`src/rtl/grcf_pkg.sv`:
```
// shared constants, types and helpers for the rainbow gradient chase frame block
`timescale 1ns / 1ps

package grcf_pkg;

  localparam int NUM_PIXELS = 64;
  localparam int PIX_W      = $clog2(NUM_PIXELS);
  localparam int MAX_STOPS  = 8;
  localparam int STOP_W     = 3;
  localparam int CH_W       = 8;
  localparam int COLOR_W    = 3 * CH_W;
  localparam int DVD_W      = 2 * CH_W;
  localparam int CFG_IDX_W  = 3;

  localparam logic [3:0] STOPS_MIN = 4'd2;
  localparam logic [3:0] STOPS_MAX = 4'(MAX_STOPS);

  typedef enum logic [CFG_IDX_W-1:0] {
    REG_NUM_STOPS     = 3'd0,
    REG_NUM_STEPS     = 3'd1,
    REG_LIT_RUN       = 3'd2,
    REG_DARK_RUN      = 3'd3,
    REG_CHASE_REVERSE = 3'd4
  } cfg_reg_t;

  typedef enum logic [0:0] {
    KIND_TICK  = 1'b0,
    KIND_WRITE = 1'b1
  } item_kind_t;

  // a small value modulo a stop count of 2..8, by repeated subtraction
  function automatic logic [3:0] mod_stops(input logic [3:0] a, input logic [3:0] m);
    logic [3:0] r;
    r = a;
    for (int k = 0; k < 4; k++) begin
      if (r >= m) begin
        r = r - m;
      end
    end
    return r;
  endfunction

  function automatic logic [CH_W-1:0] abs_diff(input logic [CH_W-1:0] a,
                                               input logic [CH_W-1:0] b);
    return (a > b) ? a - b : b - a;
  endfunction

endpackage

```
`src/rtl/grcf_div.sv`:
```
// iterative restoring divider, one quotient bit per cycle
`timescale 1ns / 1ps

module grcf_div
  import grcf_pkg::*;
(
  input  logic             clk,
  input  logic             rst,
  input  logic             start,
  input  logic [DVD_W-1:0] dividend,
  input  logic [CH_W-1:0]  divisor,
  output logic             done,
  output logic [DVD_W-1:0] quotient
);

  localparam int CNT_W = $clog2(DVD_W + 1);

  logic             busy;
  logic [CNT_W-1:0] count;
  logic [CH_W-1:0]  rem;
  logic [DVD_W-1:0] quo;
  logic [CH_W-1:0]  dsr;
  logic [CH_W:0]    trial;

  assign trial    = {rem, quo[DVD_W-1]};
  assign quotient = quo;

  always_ff @(posedge clk) begin
    if (rst) begin
      busy  <= 1'b0;
      done  <= 1'b0;
      count <= '0;
    end else begin
      done <= 1'b0;
      if (start) begin
        busy  <= 1'b1;
        count <= CNT_W'(DVD_W);
        rem   <= '0;
        quo   <= dividend;
        dsr   <= divisor;
      end else if (busy) begin
        // remainder stays below the divisor, so it fits the channel width
        if (trial >= {1'b0, dsr}) begin
          rem <= CH_W'(trial - {1'b0, dsr});
          quo <= {quo[DVD_W-2:0], 1'b1};
        end else begin
          rem <= trial[CH_W-1:0];
          quo <= {quo[DVD_W-2:0], 1'b0};
        end
        count <= count - 1'b1;
        if (count == CNT_W'(1)) begin
          busy <= 1'b0;
          done <= 1'b1;
        end
      end
    end
  end

endmodule

```
`src/rtl/rainbow_gradient_chase_frame.sv`:
```
// top level: palette, chase mask and per-pixel gradient walk under one sequencer
`timescale 1ns / 1ps

// Each frame tick produces 64 pixel transfers in index order; palette write items
// produce none and are taken while idle. A tick first builds the chase mask, one
// pixel a cycle, then renders the colours. Every division (the ramp of pixel 0 and
// the per-channel step size) runs through one shared divider, so pixel 0 needs six
// divisions and a pixel where the local goal moves to the next stop needs three. The
// block accepts no item until the last pixel of the frame has been taken.
// Configuration is taken at any time through cfg_we/cfg_index/cfg_data and is meant to
// change only while idle.
module rainbow_gradient_chase_frame
  import grcf_pkg::*;
(
  input  logic                 clk,
  input  logic                 rst,
  // input items
  input  logic                 item_valid,
  output logic                 item_ready,
  input  logic                 kind,
  input  logic [STOP_W-1:0]    stop_index,
  input  logic [COLOR_W-1:0]   stop_color,
  // result items
  output logic                 result_valid,
  input  logic                 result_ready,
  output logic [PIX_W-1:0]     pixel_index,
  output logic [CH_W-1:0]      red,
  output logic [CH_W-1:0]      green,
  output logic [CH_W-1:0]      blue,
  output logic                 last,
  // configuration writes
  input  logic                 cfg_we,
  input  logic [CFG_IDX_W-1:0] cfg_index,
  input  logic [CH_W-1:0]      cfg_data
);

  typedef enum logic [10:0] {
    S_IDLE  = 11'b00000000001,
    S_MASK  = 11'b00000000010,
    S_FETCH = 11'b00000000100,
    S_RMUL  = 11'b00000001000,
    S_RDIV  = 11'b00000010000,
    S_SDIV  = 11'b00000100000,
    S_ADV   = 11'b00001000000,
    S_WSET  = 11'b00010000000,
    S_WDIV  = 11'b00100000000,
    S_WALK  = 11'b01000000000,
    S_OUT   = 11'b10000000000
  } state_t;

  state_t state;

  // configuration registers
  logic [3:0]      num_stops;
  logic [CH_W-1:0] num_steps;
  logic [CH_W-1:0] lit_run;
  logic [CH_W-1:0] dark_run;
  logic            chase_reverse;

  // frame-to-frame state
  logic [COLOR_W-1:0] palette [MAX_STOPS];
  logic [STOP_W-1:0]  goal_stop;
  logic [CH_W-1:0]    ramp_step;
  logic               first_lit;
  logic [CH_W-1:0]    first_run_count;

  // per-frame working registers
  logic [NUM_PIXELS-1:0] blank;
  logic [PIX_W-1:0]      pix;
  logic                  run_on;
  logic [CH_W-1:0]       run_left;
  logic [STOP_W-1:0]     local_stop;
  logic [1:0]            ch;
  logic [CH_W-1:0]       v [3];
  logic [CH_W-1:0]       g [3];
  logic [CH_W-1:0]       s [3];
  logic [CH_W-1:0]       d [3];

  // shared divider
  logic             div_go;
  logic [DVD_W-1:0] dvd;
  logic             div_done;
  logic [DVD_W-1:0] div_q;

  // effective settings: stop count clamped, zero divisor and runs act as one
  logic [3:0]      stops;
  logic [CH_W-1:0] steps;
  logic [CH_W-1:0] on_len;
  logic [CH_W-1:0] off_len;

  assign stops   = (num_stops < STOPS_MIN) ? STOPS_MIN :
                   (num_stops > STOPS_MAX) ? STOPS_MAX : num_stops;
  assign steps   = (num_steps == '0) ? CH_W'(1) : num_steps;
  assign on_len  = (lit_run   == '0) ? CH_W'(1) : lit_run;
  assign off_len = (dark_run  == '0) ? CH_W'(1) : dark_run;

  grcf_div u_div (
    .clk      (clk),
    .rst      (rst),
    .start    (div_go),
    .dividend (dvd),
    .divisor  (steps),
    .done     (div_done),
    .quotient (div_q)
  );

  // handshake and payload
  assign item_ready   = (state == S_IDLE);
  assign result_valid = (state == S_OUT);
  assign pixel_index  = pix;
  assign last         = (pix == PIX_W'(NUM_PIXELS - 1));
  assign red          = blank[pix] ? '0 : v[0];
  assign green        = blank[pix] ? '0 : v[1];
  assign blue         = blank[pix] ? '0 : v[2];

  // combinational helpers for the sequencer
  logic [STOP_W-1:0] start_idx;
  logic [CH_W-1:0]   cur_diff;
  logic [CH_W-1:0]   walk_diff;
  logic [CH_W-1:0]   step_q;
  logic              at_goal;
  logic [3:0]        next_local;
  logic [3:0]        next_goal;
  logic [CH_W:0]     run_next;
  logic [CH_W-1:0]   left_dec;
  logic [PIX_W-1:0]  mask_pos;

  assign start_idx  = (goal_stop != '0) ? goal_stop - 1'b1 : STOP_W'(stops - 1'b1);
  assign cur_diff   = abs_diff(g[ch], s[ch]);
  assign walk_diff  = abs_diff(g[ch], v[ch]);
  assign step_q     = (div_q[DVD_W-1:CH_W] == '0 && div_q[CH_W-1:0] == '0) ?
                      CH_W'(1) : div_q[CH_W-1:0];
  assign at_goal    = (v[0] == g[0]) && (v[1] == g[1]) && (v[2] == g[2]);
  assign next_local = mod_stops({1'b0, local_stop} + 4'd1, stops);
  assign next_goal  = mod_stops({1'b0, goal_stop} + 4'd1, stops);
  assign run_next   = {1'b0, first_run_count} + 1'b1;
  assign left_dec   = run_left - 1'b1;
  assign mask_pos   = chase_reverse ? PIX_W'(NUM_PIXELS - 1) - pix : pix;

  // configuration port
  always_ff @(posedge clk) begin
    if (rst) begin
      num_stops     <= 4'd7;
      num_steps     <= 8'd16;
      lit_run       <= 8'd3;
      dark_run      <= 8'd3;
      chase_reverse <= 1'b1;
    end else if (cfg_we) begin
      case (cfg_index)
        REG_NUM_STOPS:     num_stops     <= cfg_data[3:0];
        REG_NUM_STEPS:     num_steps     <= cfg_data;
        REG_LIT_RUN:       lit_run       <= cfg_data;
        REG_DARK_RUN:      dark_run      <= cfg_data;
        REG_CHASE_REVERSE: chase_reverse <= cfg_data[0];
        default: ;
      endcase
    end
  end

  // palette writes, accepted only while idle
  always_ff @(posedge clk) begin
    if (item_valid && item_ready && kind == KIND_WRITE) begin
      palette[stop_index] <= stop_color;
    end
  end

  // sequencer
  always_ff @(posedge clk) begin
    if (rst) begin
      state           <= S_IDLE;
      goal_stop       <= STOP_W'(1);
      ramp_step       <= '0;
      first_lit       <= 1'b1;
      first_run_count <= CH_W'(1);
      div_go          <= 1'b0;
      pix             <= '0;
      ch              <= '0;
    end else begin
      div_go <= 1'b0;
      case (state)
        S_IDLE: begin
          if (item_valid && kind == KIND_TICK) begin
            // chase phase carried over from the previous frame
            run_on   <= first_lit;
            run_left <= (first_run_count == '0) ? (first_lit ? on_len : off_len)
                                                : first_run_count;
            pix      <= '0;
            state    <= S_MASK;
          end
        end
        S_MASK: begin
          // one mask bit per cycle, mirrored when chase_reverse is set
          blank[mask_pos] <= !run_on;
          if (left_dec == '0) begin
            run_on   <= !run_on;
            run_left <= run_on ? off_len : on_len;
          end else begin
            run_left <= left_dec;
          end
          pix <= pix + 1'b1;
          if (pix == PIX_W'(NUM_PIXELS - 1)) begin
            state <= S_FETCH;
          end
        end
        S_FETCH: begin
          // previous stop and goal stop for pixel 0
          for (int c = 0; c < 3; c++) begin
            s[c] <= palette[start_idx][(2 - c) * CH_W +: CH_W];
            g[c] <= palette[goal_stop][(2 - c) * CH_W +: CH_W];
          end
          local_stop <= goal_stop;
          ch         <= '0;
          state      <= S_RMUL;
        end
        S_RMUL: begin
          // ramp * diff, registered before the divider
          dvd    <= ramp_step * cur_diff;
          div_go <= 1'b1;
          state  <= S_RDIV;
        end
        S_RDIV: begin
          if (div_done) begin
            // saturate at the goal colour
            if (div_q >= DVD_W'(cur_diff)) begin
              v[ch] <= g[ch];
            end else if (g[ch] > s[ch]) begin
              v[ch] <= s[ch] + div_q[CH_W-1:0];
            end else begin
              v[ch] <= s[ch] - div_q[CH_W-1:0];
            end
            dvd    <= DVD_W'(cur_diff);
            div_go <= 1'b1;
            state  <= S_SDIV;
          end
        end
        S_SDIV: begin
          if (div_done) begin
            d[ch] <= step_q;
            if (ch == 2'd2) begin
              ch    <= '0;
              state <= S_OUT;
            end else begin
              ch    <= ch + 1'b1;
              state <= S_RMUL;
            end
          end
        end
        S_ADV: begin
          // all channels at the local goal: move on to the next stop
          if (at_goal) begin
            for (int c = 0; c < 3; c++) begin
              g[c] <= palette[next_local[STOP_W-1:0]][(2 - c) * CH_W +: CH_W];
            end
            local_stop <= next_local[STOP_W-1:0];
            ch         <= '0;
            state      <= S_WSET;
          end else begin
            state <= S_WALK;
          end
        end
        S_WSET: begin
          dvd    <= DVD_W'(walk_diff);
          div_go <= 1'b1;
          state  <= S_WDIV;
        end
        S_WDIV: begin
          if (div_done) begin
            d[ch] <= step_q;
            if (ch == 2'd2) begin
              ch    <= '0;
              state <= S_WALK;
            end else begin
              ch    <= ch + 1'b1;
              state <= S_WSET;
            end
          end
        end
        S_WALK: begin
          // step toward the goal, snapping when closer than one step
          for (int c = 0; c < 3; c++) begin
            if (abs_diff(g[c], v[c]) < d[c]) begin
              v[c] <= g[c];
            end else if (g[c] > v[c]) begin
              v[c] <= v[c] + d[c];
            end else begin
              v[c] <= v[c] - d[c];
            end
          end
          state <= S_OUT;
        end
        S_OUT: begin
          if (result_ready) begin
            if (pix == PIX_W'(NUM_PIXELS - 1)) begin
              // end of frame: advance ramp, goal stop and chase phase
              if (ramp_step == steps) begin
                ramp_step <= '0;
                goal_stop <= next_goal[STOP_W-1:0];
              end else begin
                ramp_step <= ramp_step + 1'b1;
              end
              if (first_lit && run_next > {1'b0, on_len}) begin
                first_run_count <= CH_W'(1);
                first_lit       <= 1'b0;
              end else if (!first_lit && run_next > {1'b0, off_len}) begin
                first_run_count <= CH_W'(1);
                first_lit       <= 1'b1;
              end else begin
                first_run_count <= run_next[CH_W-1:0];
              end
              pix   <= '0;
              state <= S_IDLE;
            end else begin
              pix   <= pix + 1'b1;
              state <= S_ADV;
            end
          end
        end
        default: state <= S_IDLE;
      endcase
    end
  end

endmodule
```
`config.mk`:
```
export PLATFORM = sky130hd
export DESIGN_NAME = rainbow_gradient_chase_frame
export DESIGN_NICKNAME = d
export VERILOG_FILES = /design/src/rtl/grcf_pkg.sv /design/src/rtl/grcf_div.sv /design/src/rtl/rainbow_gradient_chase_frame.sv
export SDC_FILE = /design/constraint.sdc
export NUM_CORES = 2
export LEC_CHECK = 0
export CORE_ASPECT_RATIO = 1.2
export CORE_MARGIN = 5
export CORE_UTILIZATION = 54
export CTS_BUF_LIST = sky130_fd_sc_hd__clkbuf_8 sky130_fd_sc_hd__clkbuf_16
export CTS_CLUSTER_SIZE = 40
export DETAILED_ROUTE_END_ITERATION = 10
export DONT_BUFFER_PORTS = 1
export PLACE_DENSITY = 0.67
export SETUP_SLACK_MARGIN = 0.05
export SYNTH_ARGS = -nofsm -noshare
export SYNTH_HDL_FRONTEND = slang
export SYNTH_SLANG_ARGS = --single-unit
```
`constraint.sdc`:
```
create_clock -name clk -period 10.8 [get_ports clk]
set_input_delay 1.08 -clock clk [delete_from_list [all_inputs] [get_ports clk]]
set_output_delay 1.08 -clock clk [all_outputs]
set_load 0.005 [all_outputs]
```
==> impl_metrics.csv <==
group,metric,value,unit
critical_path,end_kind,"flop",
detailed_routing,dr_total_vias,25900,
synthesis,ys_seq_area_frac,0.413,
clock_tree,clkSlewWorstSetupHoldPaths,0.06,ns
critical_path,critPathKind,"reg2reg",
sta,tns,0,ns
synthesis,synth-main-ff-cell,"edfxtp_1",
sta,setup_viol,0,
clock_tree,cts_hold_buf,0,
cells_and_area,final_cell_mix,"420 x edfxtp_1, 394 x nor2_1, 266 x inv_1, 258 x ha_1, 257 x nand2_1",
synthesis,yosys_warnings,0,
critical_path,crit_path_start_kind,"flop",
global_route,antenna_found_initial,0,
outcome,outcome,"finished, final reports clean",
clock_tree,cts.path.max_buffers,3,
global_route,grt_pass1_vias,25800,
detailed_routing,drt_iter0_drc,2257,
global_route,grt_pass1_wl,146000,um
cells_and_area,fin_cells,4101,
power,ir_drop,0.237,mV
die,ios,77,
min_path,hold_path_class,"reg2reg",
clock_tree,cts_tree,"built",
cells_and_area,utilization,0.587,
power,pwr_density_cell,135,mW/mm^2
synthesis,ys_types,82,
clock_tree,cts.repair.resized,0,
die,dieArea,0.0690,mm^2
sta,rsz0062_at_grt,"no",
sta,finalMaxSlewViolations,0,
place,hpwlAfterDp,67800,um
critical_path,arrival,9.47,ns
sta,fin_worst_skew,0.0381,ns
sta,hold_viol,0,
sta,fin_crit,9.13,ns
synthesis,syn_inst,3282,
die,die_y,287,um
cells_and_area,antennaDiodeCount,0,
detailed_routing,drt_pass1_iterations,6,
synthesis,synth_area_leaders,"edfxtp_1 37%, ha_1 9.4%, mux4_2 8.2%, dfxtp_1 4.7%, nor2_1 4.4%",
detailed_routing,ant_nets,0,
sta,fin_crit_sh,0.845,
die,core_area,0.0633,mm^2
synthesis,synth_nets,3647,
synthesis,synthArstFlopShare,0,
critical_path,worstPathRequired,11.14,ns
global_route,grt_use_met3,0.0486,
detailed_routing,via_per_inst,6.30,
cells_and_area,drive_gt1_frac,0.113,
synthesis,synth.avg_cell_area,10.5,um^2
critical_path,crit_path_frequent_cell,"ha_1",
clock_tree,clk_latency,0.64,ns
synthesis,synth-seq-cells,501,
detailed_routing,wl_per_cell,23.2,um
cells_and_area,fin_area,0.0371,mm^2
place,dpl_cell_area,0.0354,mm^2
critical_path,worst_path_largest_cell_delay,0.73,ns
clock_tree,numCtsBuffers,53,
synthesis,synth_area_leader_cell,"edfxtp_1",
die,die_w,241,um
clock_tree,clockRootBuffer,"clkbuf_16",
die,rows,101,
synthesis,netlist.area_leader.share,0.366,
cells_and_area,syn_to_final_growth,7.70,%
critical_path,path_max_fanout,53,
cells_and_area,fin_nets,3598,
clock_tree,h-tree-depth,2,
job,drv_cap,0,
sta,worst_slew_pin_slew,1.20,ns
clock_tree,post_cts_buffers,0,
global_route,track_usage,0.271,
place,portBuffers,0,
detailed_routing,drc_errors,0,
detailed_routing,wl,95300,um
cells_and_area,final_common_cell,"edfxtp_1",
global_route,gr-usage-met1,0.337,
clock_tree,clock-sinks,501,
die,initial_core_util,0.545,
global_route,grt_max_degree,94,
place,gp_congestion,0.976,
sta,fmax,0.110,GHz
critical_path,cpMaxStageDelayCell,"mux2_4",
synthesis,synth_edf_count,420,
power,p_leak,0.0144,uW
global_route,grt-ovfl-total,0,
power,power,5020,uW
global_route,met2_usage,0.469,
place,dp_cells,4002,
sta,slew_headroom,0.195,
synthesis,netlist_area,0.0345,mm^2
global_route,grt-busiest-layer,"met2",
[per-layer routing]
| metal | share of wire | wire length [um] |
|---|---|---|
| met5 | 0 | 0 |
| met4 | 0.041 | 3880 |
| met3 | 0.079 | 7570 |
| met2 | 0.50 | 47400 |
| met1 | 0.38 | 36500 |
[report_power, final]
group          switching, uW  total [uW]  leakage [uW]  internal, uW
clock                    803        1820      0.000885          1020
combinational            703        1060       0.00905           354
sequential              24.8        2140       0.00445          2120
[cells by family after synthesis]
kind of cell / after synthesis / share of synthesized area
adders and majority gates: 321 / 0.130
xor gates and xnor gates: 120 / 0.0305
and+or+nand+nor: 991 / 0.132
buffers and inverters: 408 / 0.0461
AOI/OAI and AO/OA: 625 / 0.109
muxes: 316 / 0.140
DFF: 501 / 0.413
[area by class of cell]
| class | instances | area (um^2) |
|---|---|---|
| Clock buffer | 55 | 1350 |
| Clock inverter | 44 | 414 |
| Fill cell | 5154 | 26200 |
| Inverter | 259 | 972 |
| Multi-Input combinational cell | 2373 | 18800 |
| Sequential cell | 501 | 14200 |
| Tap cell | 824 | 1030 |
| Timing Repair Buffer | 45 | 338 |
[state kept, by name, summed over array words and instances, names as in the netlist, 11 cells and up, named ones only]
signal	cells
palette	192
blank	64
v	32
d	24
g	24
s	24
dvd	16
u_div.quotient	16
state	11
[Yosys cell counts, types with 5 or more instances]
library cell  count
nor4_1           16
a211oi_1         14
a21boi_0         11
nand2b_1         25
mux2i_1         125
o21a_1           19
nand4b_1          6
and2_1           31
a31oi_1          15
o211ai_1          8
xnor2_1          77
dfxtp_1          81
clkbuf_1        115
a22oi_1          34
inv_1           257
a21oi_1         210
nand4_1          20
o22ai_1          14
or3_1            15
buf_6             5
fa_1             62
a2111oi_0         5
a211o_1          10
and3_1           16
ha_1            259
o21bai_1         21
nand3b_1         10
mux4_2          125
buf_2            15
xor2_1           43
buf_1            13
a21o_1           39
mux2_2           64
o31ai_1           5
o21ai_0         166
nor2_1          402
o21ai_1          14
nor2b_1          47
nor3_1           53
nand3_1          58
or2_2            11
edfxtp_1        420
nand2_1         257
[final timing paths]
| check | slack, ns | cells past startpoint | startpoint | to |
|---|---|---|---|---|
| max | 1.67 | 28 | num_stops[3]$_SDFFE_PP0P_ | g[0][6]$_DFFE_PP_ |
| min | 0.46 | 2 | dark_run[1]$_SDFFE_PP1P_ | dark_run[1]$_SDFFE_PP1P_ |
| max reg2reg | 1.67 | 28 | num_stops[3]$_SDFFE_PP0P_ | g[0][6]$_DFFE_PP_ |
| min reg2reg | 0.46 | 2 | dark_run[1]$_SDFFE_PP1P_ | dark_run[1]$_SDFFE_PP1P_ |
[critical path, delay by kind of cell, from the launching register on]
kind	cells	cell delay, ns
buf+inv	3	0.88
fa+ha+maj	7	2.27
flops	1	0.31
simple gates	1	0.09
mux	3	1.36
compound gates	14	3.92
[metrics by stage]
stage | worst slack [ns] | hold WS [ns]
after floorplan | 2.90 | 0.437
final | 1.67 | 0.464
after global placement | 1.92 | 0.453
after global routing | 1.05 | 0.483
after CTS | 1.69 | 0.465
after detailed placement | 1.71 | 0.453
Power figures use the tool's default switching activity.
